[src/design/prgau_pkg.sv]
// shared constants and types of the pagerank gather/apply unit
package prgau_pkg;

    localparam int unsigned VertexCountDefault  = 65536;
    localparam int unsigned RankFracDefault     = 32;
    localparam int unsigned DegreeBitsDefault   = 20;
    localparam int unsigned VidBits             = 16;
    localparam int unsigned DegBits             = 20;
    localparam int unsigned RankBits            = 48;
    localparam int unsigned AccBits             = 56;
    localparam int unsigned CountBits           = 32;
    localparam int unsigned CfgBits             = 32;
    localparam logic [CfgBits-1:0] ResetProbDefault = 32'd644245094;
    localparam logic [CfgBits-1:0] AccuracyDefault  = 32'd42950;

    localparam logic [1:0] RegResetProb = 2'd0;
    localparam logic [1:0] RegAccuracy  = 2'd1;

    localparam logic FuncGather = 1'b0;
    localparam logic FuncApply  = 1'b1;

    // divider request
    typedef struct packed {
        logic                start;
        logic [AccBits-1:0]  dividend;
        logic [DegBits-1:0]  divisor;
    } div_req_t;

    typedef struct packed {
        logic                done;
        logic [AccBits-1:0]  quotient;
    } div_rsp_t;

endpackage

[src/design/prgau_divider.sv]
// radix-2 restoring divider, one quotient bit per cycle
module prgau_divider
    import prgau_pkg::*;
(
    input  logic     clk,
    input  logic     rst_n,
    input  div_req_t req,
    output div_rsp_t rsp
);

    localparam int unsigned CntBits = $clog2(AccBits + 1);

    logic [AccBits-1:0] quo_reg;
    logic [DegBits:0]   rem_reg;
    logic [DegBits-1:0] dvs_reg;
    logic [CntBits-1:0] cnt_reg;
    logic               busy_reg;
    logic               done_reg;
    logic [DegBits:0]   shifted;
    logic [DegBits:0]   diff;

    assign shifted = {rem_reg[DegBits-1:0], quo_reg[AccBits-1]};
    assign diff    = shifted - {1'b0, dvs_reg};

    always_ff @(posedge clk or negedge rst_n)
    begin
        if (!rst_n)
        begin
            busy_reg <= 1'b0;
            done_reg <= 1'b0;
            cnt_reg  <= '0;
        end
        else
        begin
            done_reg <= 1'b0;
            if (req.start)
            begin
                busy_reg <= 1'b1;
                cnt_reg  <= CntBits'(AccBits);
            end
            else if (busy_reg)
            begin
                cnt_reg <= cnt_reg - 1'b1;
                if (cnt_reg == CntBits'(1))
                begin
                    busy_reg <= 1'b0;
                    done_reg <= 1'b1;
                end
            end
        end
    end

    always_ff @(posedge clk)
    begin
        if (req.start)
        begin
            quo_reg <= req.dividend;
            rem_reg <= '0;
            dvs_reg <= req.divisor;
        end
        else if (busy_reg)
        begin
            if (!diff[DegBits])
            begin
                rem_reg <= diff;
                quo_reg <= {quo_reg[AccBits-2:0], 1'b1};
            end
            else
            begin
                rem_reg <= shifted;
                quo_reg <= {quo_reg[AccBits-2:0], 1'b0};
            end
        end
    end

    assign rsp.done     = done_reg;
    assign rsp.quotient = quo_reg;

endmodule

[config.mk]
export PLATFORM = sky130hd
export DESIGN_NAME = prgau_divider
export DESIGN_NICKNAME = d
export VERILOG_FILES = /design/src/design/prgau_pkg.sv /design/src/design/prgau_divider.sv
export SDC_FILE = /design/constraint.sdc
export NUM_CORES = 1
export LEC_CHECK = 0
export BUFFER_PORTS_ARGS = -buffer_cell sky130_fd_sc_hd__buf_4
export CAP_MARGIN = 20
export CORE_MARGIN = 4
export CORE_UTILIZATION = 45
export CTS_BUF_LIST = sky130_fd_sc_hd__clkbuf_4 sky130_fd_sc_hd__clkbuf_8 sky130_fd_sc_hd__clkbuf_16
export DETAILED_ROUTE_END_ITERATION = 12
export PLACE_DENSITY_LB_ADDON = 0.08
export SYNTH_ARGS = -nofsm -noshare
export SYNTH_HDL_FRONTEND = slang
export SYNTH_SLANG_ARGS = --single-unit
[constraint.sdc]
create_clock -name clk -period 3.5 [get_ports clk]
set_input_delay 0.175 -clock clk [delete_from_list [all_inputs] [get_ports clk]]
set_output_delay 0.175 -clock clk [all_outputs]
set_load 0.01 [all_outputs]
==> reports/results.ini <==
[layout]
syn_to_final_growth_pct=30.2
design_area_um2=6980
n_antenna_cell=0
final_cells=750
drive_gt1_share_pct=36.6
fin_nets=704
seq_area_um2=2880
post-route-util_pct=60.4
multi_input_area_um2=2240
largest_reg_flops=56
fill_cells=967

[min_path]
hold_depth=2
worstHoldStart=req[32]
hold_end=quo_reg[12]$_DFFE_PP_
hp-class=in -> reg

[yosys]
synth_top_cells_by_count=edfxtp_1 (76), mux2_2 (55), nand2_1 (43)
synth_nets=548
yosys_warnings=0
yosysTopAreaCell=edfxtp_1
ys_ff_latch=104
synthArstFlopShare_pct=7.69
ys.flop_type=edfxtp_1
synth_cell_types=55
syn_area_um2=5360
yosysTopAreaCellShare_pct=42.6
avgSynthCellArea_um2=12.0
synth.most_common_cell=edfxtp_1
synth_edf_count=76
synthTopCellsByArea=edfxtp_1 (43%), mux2_2 (12%), dfxtp_1 (7.5%), ha_1 (5.1%), dfrtp_1 (3.7%)
synth_cells=446
yosysSeqAreaShare_pct=53.8

[global_route]
grt_pass1_vias=4008
grt-ovfl-total=0
antenna_found_initial=0
grt_pass1_wl_mm=19.6
grt_max_degree=56
grt_usage_pct=18.7

[timing]
fin_crit_sh_pct=80.5
worst_pin_slew_ns=0.717
fmax_mhz=355
finalWorstSetupSlack_ns=0.684
drv_slew=0
timing.hold.ws_ns=0.117
slew_headroom_pct=52.2
hold_viol=0
setup_viol=0
period_needed_ns=2.82
grt_setup_unrepaired=false
tns_ns=0
skew_ns=0.0104

[clock_network]
clock_path_buffers=2
clock_latency_ns=0.35
cts-resized-gates=0
numCtsBuffers=9
post_cts_buffers=0
cts-root-buf=clkbuf_16
cts_tree=yes
cts.sinks=104
htreeDepth=3
path_clk_slew_ns=0.07

[pwr]
power-per-cell-area_nw_per_um2=532
total_power_mw=3.71
p_leak_nw=2.94
vdd_drop_max_v=0.000380

[routing]
dr_total_vias=3963
wl_met2_mm=5.77
drc_errors=0
wl_met3_mm=1.16
routed.top_layer=met4
wire_per_inst_um=16.2
ant_nets=0
wl_met1_mm=5.03
avgViaCountPerCell=5.28
drtIter0Drc=193
routed_wl_mm=12.2
dr.pass1.iters=4

[floorplan]
initial_core_util_pct=46.4
ios=136
rows=39
core_area_um2=11600
dieArea_um2=13700
die_w_um=117
fp.dieH_um=117

[critical_path]
worstReg2RegStart=quo_reg[55]$_DFFE_PP_
crit_required_ns=3.71
reg2reg_depth=11
cp-end-kind=register
critPathKind=reg -> reg
crit_arrival_ns=3.03
startpoint_type=register
r2r_end=rem_reg[12]$_SDFFE_PP0P_
cp_max_fo=12
r2r_slack_ns=0.68

[placement]
io_buffers=135
hpwl_mm=8.95
place_area_um2=6470
dp_slack_ns=0.665
routabilityCongestion=0.867
dpl.cell_count=713

[status]
run_status=finished, final reports clean

[flow_run]
max_cap_viol_count=0

==> cell type report <==
type / count / share of cell area (%)
tap: 143 / 2.56
multi-input combinational: 296 / 32.1
clock buffer: 10 / 3.33
clock inverter: 6 / 0.932
inverter: 28 / 1.51
sequential: 104 / 41.3
timing repair buffer: 163 / 18.3
==> worst max-delay path, stage by stage (launching register included) <==
cell      delay (ns)
edfxtp_1        0.34
inv_1           0.06
ha_1            0.21
fa_1            0.40
nand2b_1        0.19
a21oi_2         0.19
o21ai_1         0.11
a211o_1         0.35
a221oi_4        0.27
buf_4           0.25
mux2i_1         0.19
o21ai_0         0.09
==> per-layer routing <==
metal / GRT usage, % / vias to the layer above
met5: 0 / -
met4: 5.96 / 0
met3: 9.00 / 14
met2: 29.1 / 118
met1: 22.9 / 1880
li1: - / 1951
==> worst max-delay path by stage <==
| stage | start | to | cells past startpoint |
|---|---|---|---|
| finish | quo_reg[55]$_DFFE_PP_ | rem_reg[12]$_SDFFE_PP0P_ | 11 |
| global route | quo_reg[55]$_DFFE_PP_ | rem_reg[12]$_SDFFE_PP0P_ | 11 |
| CTS | quo_reg[55]$_DFFE_PP_ | rem_reg[5]$_SDFFE_PP0P_ | 11 |
| detailed placement | quo_reg[55]$_DFFE_PP_ | rem_reg[5]$_SDFFE_PP0P_ | 11 |
| global placement | quo_reg[55]$_DFFE_PP_ | rem_reg[13]$_SDFFE_PP0P_ | 11 |
| floorplan | quo_reg[55]$_DFFE_PP_ | rem_reg[4]$_SDFFE_PP0P_ | 11 |
==> what timing repair did <==
item | CTS | global route
endpoints found under the hold margin | 28 | 0
hold buffers | 21 | 0
setup endpoints to repair | 0 | 0
==> cell usage in the layout (no fill, tap or decap), types with 5 or more instances in the layout <==
master	netlist	routed
a311oi_1	9	9
o211ai_1	6	6
a21oi_1	22	22
dfrtp_1	8	8
inv_1	28	27
nand2b_1	9	9
mux2i_1	7	7
edfxtp_1	76	76
dfxtp_1	20	20
xor2_1	11	11
clkbuf_16	0	9
o21ai_0	25	25
dlygate4sd3_1	0	21
nand2_1	43	43
ha_1	22	22
o21a_1	5	5
buf_4	2	142
nor2_1	24	24
mux2_2	55	55
nor3_1	5	5
xnor2_1	10	10
==> power by group <==
group | internal (mW) | switching, mW | total, mW
Clock | 0.566 | 0.454 | 1.02
Combinational | 0.533 | 0.552 | 1.08
Sequential | 1.50 | 0.108 | 1.61
==> logic make-up after synthesis <==
kind of cell    count (synthesis)  synth area share (%)
flops                         104                  53.8
simple gates                   98                  8.45
compound gates                 92                  11.5
mux                            62                  12.9
buf+inv                        46                  4.46
fa+ha+maj                      23                  5.51
xor+xnor                       21                  3.43
Power figures use the tool's default switching activity.
